## src/hdl/qsd_pkg.sv

```systemverilog
// ----------------------------------------------------------------------------
// qsd_pkg
// Types and constants shared by the quadrature step decoder modules.
// ----------------------------------------------------------------------------
package qsd_pkg;

   localparam int unsigned TIME_W    = 32;
   localparam int unsigned COUNT_W   = 32;
   localparam int unsigned PHASE_W   = 4;
   localparam int unsigned LOCKOUT_W = 20;
   localparam int unsigned CSR_W     = 32;
   localparam int unsigned CSR_AW    = 3;

   typedef logic        [TIME_W-1:0]    time_type;
   typedef logic signed [COUNT_W-1:0]   count_type;
   typedef logic signed [PHASE_W-1:0]   phase_type;
   // one bit wider than phase_type; holds a full step of +4 / -4
   typedef logic signed [PHASE_W:0]     phase_wide_type;
   typedef logic        [LOCKOUT_W-1:0] lockout_type;

   // register word index (paddr[2]) of the lockout register
   localparam logic REG_LOCKOUT = 1'b0;

   // channel codes
   localparam logic CHAN_A = 1'b0;
   localparam logic CHAN_B = 1'b1;

   localparam phase_wide_type PHASE_FULL_FWD = 5'sd4;
   localparam phase_wide_type PHASE_FULL_REV = -5'sd4;

   typedef struct packed {
      count_type position;
      logic      accepted;
      phase_type phase_now;
   } result_type;

endpackage

```

## src/hdl/qsd_csr.sv

```systemverilog
// ----------------------------------------------------------------------------
// qsd_csr
// APB-style register port holding the debounce lockout time.
// ----------------------------------------------------------------------------
module qsd_csr
   import qsd_pkg::*;
(
   input  logic              clock,
   input  logic              reset,
   input  logic              csr_psel,
   input  logic              csr_penable,
   input  logic              csr_pwrite,
   input  logic [CSR_AW-1:0] csr_paddr,
   input  logic [CSR_W-1:0]  csr_pwdata,
   output logic [CSR_W-1:0]  csr_prdata,
   output logic              csr_pready,
   output lockout_type       lockout
);

   lockout_type lockout_ff, lockout_in;
   logic        wr_en;

   assign csr_pready = 1'b1;
   assign wr_en = csr_psel && csr_penable && csr_pwrite && (csr_paddr[2] == REG_LOCKOUT);

   always_comb begin
      lockout_in = lockout_ff;
      if (wr_en) begin
         lockout_in = csr_pwdata[LOCKOUT_W-1:0];
      end
   end

   always_ff @(posedge clock) begin
      if (reset) begin
         lockout_ff <= '0;
      end else begin
         lockout_ff <= lockout_in;
      end
   end

   always_comb begin
      csr_prdata = '0;
      if (csr_paddr[2] == REG_LOCKOUT) begin
         csr_prdata = {{(CSR_W-LOCKOUT_W){1'b0}}, lockout_ff};
      end
   end

   assign lockout = lockout_ff;

endmodule

```

## src/hdl/qsd_step.sv

```systemverilog
// ----------------------------------------------------------------------------
// qsd_step
// Decoder state (phase, last transition time, detent count) and the
// single-pass next-state logic for one pin-change event.
// ----------------------------------------------------------------------------
module qsd_step
   import qsd_pkg::*;
(
   input  logic        clock,
   input  logic        reset,
   input  lockout_type lockout,
   input  logic        evt_fire,
   input  logic        evt_opcode,
   input  logic        evt_level_a,
   input  logic        evt_level_b,
   input  time_type    evt_time_us,
   output result_type  result
);

   phase_type      phase_ff, phase_in;
   time_type       last_ff, last_in;
   count_type      count_ff, count_in;

   time_type       elapsed;
   logic           in_window;
   logic           step_up, step_dn;
   phase_wide_type phase_w, phase_step;
   logic           full_fwd, full_rev;

   assign elapsed   = evt_time_us - last_ff;
   assign in_window = elapsed >= {{(TIME_W-LOCKOUT_W){1'b0}}, lockout};
   assign phase_w   = {phase_ff[PHASE_W-1], phase_ff};

   // transition table per channel; up and down rules never both match
   always_comb begin
      step_up = 1'b0;
      step_dn = 1'b0;
      unique case (evt_opcode)
         CHAN_A: begin
            step_up = (phase_ff == 4'sd0  && !evt_level_a &&  evt_level_b) ||
                      (phase_ff == 4'sd2  &&  evt_level_a && !evt_level_b);
            step_dn = (phase_ff == -4'sd1 && !evt_level_a && !evt_level_b) ||
                      (phase_ff == -4'sd3 &&  evt_level_a &&  evt_level_b);
         end
         CHAN_B: begin
            step_up = (phase_ff == 4'sd1  && !evt_level_a && !evt_level_b) ||
                      (phase_ff == 4'sd3  &&  evt_level_a &&  evt_level_b);
            step_dn = (phase_ff == 4'sd0  &&  evt_level_a && !evt_level_b) ||
                      (phase_ff == -4'sd2 && !evt_level_a &&  evt_level_b);
         end
         default: begin
         end
      endcase
   end

   always_comb begin
      phase_step = phase_w;
      if (step_up) begin
         phase_step = phase_w + 5'sd1;
      end else if (step_dn) begin
         phase_step = phase_w - 5'sd1;
      end
   end

   assign full_fwd = phase_step == PHASE_FULL_FWD;
   assign full_rev = phase_step == PHASE_FULL_REV;

   always_comb begin
      phase_in = phase_ff;
      last_in  = last_ff;
      count_in = count_ff;
      if (in_window) begin
         phase_in = phase_step[PHASE_W-1:0];
         if (step_up || step_dn) begin
            last_in = evt_time_us;
         end
         if (full_fwd) begin
            count_in = count_ff + 32'sd1;
         end else if (full_rev) begin
            count_in = count_ff - 32'sd1;
         end
         if (evt_level_a && evt_level_b) begin
            phase_in = '0;
         end
      end
   end

   always_ff @(posedge clock) begin
      if (reset) begin
         phase_ff <= '0;
         last_ff  <= '0;
         count_ff <= '0;
      end else if (evt_fire) begin
         phase_ff <= phase_in;
         last_ff  <= last_in;
         count_ff <= count_in;
      end
   end

   assign result.position  = count_in;
   assign result.accepted  = in_window;
   assign result.phase_now = phase_in;

   a_phase_range: assert property (@(posedge clock) disable iff (reset)
      (phase_ff >= -4'sd3) && (phase_ff <= 4'sd3))
      else $error("phase left the -3..3 range");

   a_locked_holds: assert property (@(posedge clock) disable iff (reset)
      (evt_fire && !in_window) |=> ($stable(count_ff) && $stable(phase_ff) && $stable(last_ff)))
      else $error("locked-out event changed decoder state");

   a_both_high_clears: assert property (@(posedge clock) disable iff (reset)
      (evt_fire && in_window && evt_level_a && evt_level_b) |=> (phase_ff == 4'sd0))
      else $error("phase not cleared with both pins high");

endmodule

```

## src/hdl/quadrature_step_decoder.sv

```systemverilog
// ----------------------------------------------------------------------------
// quadrature_step_decoder
// Quadrature encoder decoder with a debounce lockout: one pin-change
// request in, one position/phase result out.
// ----------------------------------------------------------------------------
//   channel  direction  handshake               payload
//   req      in         req_valid / req_stall   opcode, level_a, level_b, time_us
//   rsp      out        rsp_valid / rsp_stall   position, accepted, phase_now
//   csr      in         APB psel/penable/pready lockout_us at byte address 0
//
// One request per cycle while req_stall is low; a request passes the input
// register, then the result register. The decoder state is written in the
// same edge as the result, so the phase loop through qsd_step sets that rate.
// Reset is synchronous and clears the state, the lockout and both valids.
// A stalled result holds; the input register takes a request while it is
// empty or the result register is empty or being taken, else req_stall rises.
// ----------------------------------------------------------------------------
module quadrature_step_decoder
   import qsd_pkg::*;
(
   input  logic              clock,
   input  logic              reset,
   input  logic              req_valid,
   output logic              req_stall,
   input  logic              req_opcode,
   input  logic              req_level_a,
   input  logic              req_level_b,
   input  logic [31:0]       req_time_us,
   output logic              rsp_valid,
   input  logic              rsp_stall,
   output logic signed [31:0] rsp_position,
   output logic              rsp_accepted,
   output logic signed [3:0] rsp_phase_now,
   input  logic              csr_psel,
   input  logic              csr_penable,
   input  logic              csr_pwrite,
   input  logic [CSR_AW-1:0] csr_paddr,
   input  logic [CSR_W-1:0]  csr_pwdata,
   output logic [CSR_W-1:0]  csr_prdata,
   output logic              csr_pready
);

   lockout_type lockout;
   result_type  step_res;

   logic       s1_valid_ff, s1_valid_in;
   logic       s1_opcode_ff, s1_level_a_ff, s1_level_b_ff;
   time_type   s1_time_ff;
   logic       rsp_valid_ff, rsp_valid_in;
   result_type rsp_res_ff;
   logic       advance;
   logic       req_take;

   qsd_csr u_csr (
      .clock       (clock),
      .reset       (reset),
      .csr_psel    (csr_psel),
      .csr_penable (csr_penable),
      .csr_pwrite  (csr_pwrite),
      .csr_paddr   (csr_paddr),
      .csr_pwdata  (csr_pwdata),
      .csr_prdata  (csr_prdata),
      .csr_pready  (csr_pready),
      .lockout     (lockout)
   );

   // result register free this cycle
   assign advance   = !rsp_valid_ff || !rsp_stall;
   assign req_stall = s1_valid_ff && !advance;
   assign req_take  = req_valid && !req_stall;

   qsd_step u_step (
      .clock       (clock),
      .reset       (reset),
      .lockout     (lockout),
      .evt_fire    (s1_valid_ff && advance),
      .evt_opcode  (s1_opcode_ff),
      .evt_level_a (s1_level_a_ff),
      .evt_level_b (s1_level_b_ff),
      .evt_time_us (s1_time_ff),
      .result      (step_res)
   );

   always_comb begin
      // an empty input register fills even while the result is stalled
      s1_valid_in = req_take || (s1_valid_ff && !advance);
      rsp_valid_in = rsp_valid_ff;
      if (advance) begin
         rsp_valid_in = s1_valid_ff;
      end
   end

   always_ff @(posedge clock) begin
      if (reset) begin
         s1_valid_ff  <= 1'b0;
         rsp_valid_ff <= 1'b0;
      end else begin
         s1_valid_ff  <= s1_valid_in;
         rsp_valid_ff <= rsp_valid_in;
      end
   end

   always_ff @(posedge clock) begin
      if (req_take) begin
         s1_opcode_ff  <= req_opcode;
         s1_level_a_ff <= req_level_a;
         s1_level_b_ff <= req_level_b;
         s1_time_ff    <= req_time_us;
      end
      if (advance && s1_valid_ff) begin
         rsp_res_ff <= step_res;
      end
   end

   assign rsp_valid     = rsp_valid_ff;
   assign rsp_position  = rsp_res_ff.position;
   assign rsp_accepted  = rsp_res_ff.accepted;
   assign rsp_phase_now = rsp_res_ff.phase_now;

   a_stall_needs_item: assert property (@(posedge clock) disable iff (reset)
      req_stall |-> (s1_valid_ff && rsp_valid_ff))
      else $error("request stalled with no item blocking");

   a_result_follows: assert property (@(posedge clock) disable iff (reset)
      (s1_valid_ff && advance) |=> rsp_valid_ff)
      else $error("evaluated request produced no result");

   a_taken_drains: assert property (@(posedge clock) disable iff (reset)
      (rsp_valid_ff && !rsp_stall && !s1_valid_ff) |=> !rsp_valid_ff)
      else $error("result repeated after it was taken");

endmodule
```

## config.mk

```make
export PLATFORM = sky130hd
export DESIGN_NAME = quadrature_step_decoder
export DESIGN_NICKNAME = d
export VERILOG_FILES = /design/src/hdl/qsd_pkg.sv /design/src/hdl/qsd_csr.sv /design/src/hdl/qsd_step.sv /design/src/hdl/quadrature_step_decoder.sv
export SDC_FILE = /design/constraint.sdc
export NUM_CORES = 1
export LEC_CHECK = 0
export ABC_AREA = 0
export BUFFER_PORTS_ARGS = -buffer_cell sky130_fd_sc_hd__buf_4
export CORE_MARGIN = 5
export CORE_UTILIZATION = 55
export CTS_CLUSTER_DIAMETER = 120
export DETAILED_ROUTE_END_ITERATION = 16
export PLACE_DENSITY_LB_ADDON = 0.08
export SLEW_MARGIN = 15
export SYNTH_ARGS = -nofsm -noshare
export SYNTH_HDL_FRONTEND = slang
export SYNTH_SLANG_ARGS = --single-unit
```

## constraint.sdc

```tcl
create_clock -name clock -period 6.9 [get_ports clock]
set_input_delay 0.345 -clock clock [delete_from_list [all_inputs] [get_ports clock]]
set_output_delay 0.345 -clock clock [all_outputs]
set_load 0.05 [all_outputs]
```

==> results.yml <==
placement:
  hpwl_um: 17200
  port_buffers: 121
  dpl_cell_area_um2: 11300
  post-place-cells: 1477
  gpl.final_weighted_congestion: 0.898
grt:
  number_of_antenna_violations_at_the_first_check_in_global_routing: 0
  grt_start_max_net_pins: 84
  globalRouteOverflowTotal: 0
  first_global_vias: 8065
  gr-usage-all-layers_pct: 22.4
  grt_first_pass_wirelength_um: 40200
critical_path:
  crit_chain: "inv_1, ha_1, inv_1, fa_1, a211oi_1, o21ai_0, nand3b_1, nand2_1, xor2_1, ha_1, a21oi_1, nand2_1, a221oi_1, a21oi_1, nor3_1, o211ai_1, or4_1, nor3_4, buf_4, nor3_2, buf_4, mux2i_1"
  worst-endpoint-arrival_ns: 5.54
  cp_max_fo: 33
  worstSetupStartpointType: "flip-flop"
  critical_path_required_ns: 7.18
  cp_slowest_cell: "or4_1"
  critPathCaptureType: "flip-flop"
  timing.critical_path.slowest_cell_delay_ns: 0.51
  worst-setup-path-type: "flip-flop to flip-flop"
power:
  cellPowerDensity_nw_per_um2: 228
  report.power.total_mw: 2.72
  power.static_leakage_nw: 4.58
  max_vdd_drop_uv: 180
synth:
  ys_seq_elements: 162
  synth-async-reset-ratio_pct: 0
  synthDominantCellAreaShare_pct: 21.0
  yosysWarnings: 0
  synthFlopType: "dfxtp_1"
  synth_area_leaders: "edfxtp_1 21%, dfxtp_1 17%, ha_1 6.9%, a21oi_1 5.6%, nand2b_1 4.2%"
  synth_area_um2: 10300
  synth.yosys.seq_area_share_pct: 38.5
  synth_edf_count: 72
  synth_largest_area_cell: "edfxtp_1"
  syn_area_per_cell_um2: 8.68
  syn-instance-count: 1187
  post_synth_num_cell_types: 73
clock_tree:
  post_cts_resize_count: 0
  worst_skew_pair.late_latency_ns: 0.43
  tritoncts_clock_tree: "yes"
  clock_tree.root_cell: "clkbuf_16"
  tritoncts.num_buffers: 17
  clk_pin_slew_ns: 0.06
  htree_num_levels: 4
  post-cts-setup-buffer-count: 0
  number_of_buffers_on_the_longest_clock_path: 2
  numClockSinks: 162
  post_cts_hold_buffer_count: 0
sta:
  fin_skew_ns: 0.0122
  timing.final.hold_violations: 0
  finalMaxSlewViolations: 0
  transition_time_of_the_tightest_slew_check_pin_ns: 1.13
  finalSetupViolations: 0
  maxClockFrequency_mhz: 190
  timing.final.crit_period_ns: 5.26
  part_of_the_cycle_the_worst_path_needs_pct: 76.2
  rsz0062_at_grt: "false"
  slew_headroom_pct: 24.4
  setup-tns-final_ns: 0
final_layout:
  stdcell_count: 1509
  mostFrequentLayoutCells: "130 x buf_4, 115 x a21oi_1, 110 x nand2_1"
  syn_to_final_growth_pct: 15.6
  nets: 1397
  drive_above_1_share_pct: 14.2
  final_cell_area_um2: 11900
  leading_cell_type_in_the_layout_fill_and_taps_excluded: "buf_4"
  insertedDiodeCount: 0
die:
  die_ar_um2: 21600
  fp.dieH_um: 147
  pin_count: 149
  core_um2: 18600
  die-width_um: 147
  floorplan.initialDensity_pct: 55.5
  placement_rows: 50
routing:
  drc_violation_count_after_routing: 0
  detail_route.wirelength_um: 24400
  vias_per_cell: 5.81
  number_of_search_and_repair_iterations_in_the_first_detailed_routing_pass: 5
  ant_nets: 0
  wire_per_inst_um: 16.2
  detailroute.via_count: 8774
  first_iter_violations: 661
job:
  max-cap-violations: 0
status:
  result_of_the_run: "completed"
min_path:
  min-delay-path-class: "input port to flip-flop"
-- critical path: cells and delay by family, from the launching register on --
kind	cells	cell delay (ns)
buffers and inverters	4	0.78
AND/OR/NAND/NOR	7	1.36
XOR/XNOR	1	0.17
AO/OA/AOI/OAI	6	1.29
flip-flops	1	0.39
multiplexers	1	0.19
adder cells (fa/ha/maj)	3	0.91
-- layout make-up --
class / count / area (um^2)
Clock buffer: 18 / 429
Clock inverter: 14 / 233
Fill cell: 1633 / 6660
Inverter: 69 / 259
Multi-Input combinational cell: 882 / 5760
Sequential cell: 162 / 3960
Tap cell: 234 / 293
Timing Repair Buffer: 130 / 976
-- flip-flops by register name, summed over array words and instances, names as in the netlist, 4 cells and up --
signal,flops
rsp_position,32
s1_time_ff,32
u_step.count_ff,32
u_step.last_ff,32
u_csr.lockout,20
rsp_phase_now,4
u_step.phase_ff,4
-- path summary, 6_finish.rpt --
kind	start	end	slack, ns	depth (start not counted)
hold / removal	req_level_a	s1_level_a_ff$_DFFE_PP_	0.09	1
hold reg to reg	u_csr.lockout[14]$_SDFFE_PP0P_	u_csr.lockout[14]$_SDFFE_PP0P_	0.46	2
setup reg to reg	s1_time_ff[0]$_DFFE_PP_	u_step.last_ff[9]$_SDFFE_PP0P_	1.64	22
setup / recovery	s1_time_ff[0]$_DFFE_PP_	u_step.last_ff[9]$_SDFFE_PP0P_	1.64	22
-- through the flow --
step	hold slack, ns	worst slack, ns	util (%)
after CTS	0.0757	1.64	64.1
after detailed placement	0.447	1.68	60.6
after floorplan	0.436	2.23	-
after global routing	0.0656	1.31	64.1
after global placement	0.442	1.73	60.6
final	0.0890	1.64	64.1
-- power breakdown --
| part | leakage [nW] | switching, mW | internal [mW] |
|---|---|---|---|
| Sequential | 1.42 | 0.0259 | 1.05 |
| Clock | 0.322 | 0.405 | 0.679 |
| Combinational | 2.84 | 0.348 | 0.213 |
| Total | 4.58 | 0.779 | 1.94 |
-- metal layers --
layer	up-vias	part of all wire, %	global-route usage [%]	wire length [um]
met5	-	0	0	0
met4	0	1.0	4.85	246
met3	20	5.0	4.10	1230
met2	211	47	36.5	11500
met1	4118	47	31.3	11500
li1	4425	-	-	-
-- synthesized netlist by cell type (16+ instances only) --
cell        n
o31ai_1    28
nor3_1     54
mux2i_1    33
nand2_1   110
edfxtp_1   72
or4_1      33
dfxtp_1    90
inv_1      69
a21oi_1   115
xnor2_1    18
nor2_1     64
clkbuf_1   66
a31oi_1    17
o21ai_0    40
ha_1       57
nand2b_1   70
nand4_1    16
xor2_1     35
-- kinds of logic (layout without fill, tap and decap cells) --
kind of cell / count (synthesis) / in the layout / share of synthesized area (%)
adder cells (fa/ha/maj): 58 / 58 / 7.11
AND/OR/NAND/NOR: 442 / 442 / 23.1
flip-flops: 162 / 162 / 38.5
multiplexers: 34 / 34 / 3.31
buffers and inverters: 154 / 231 / 6.28
AO/OA/AOI/OAI: 282 / 282 / 17.2
other: 2 / 13 / 0.0729
XOR/XNOR: 53 / 53 / 4.50
No activity file was read; power rests on OpenSTA's default activity.
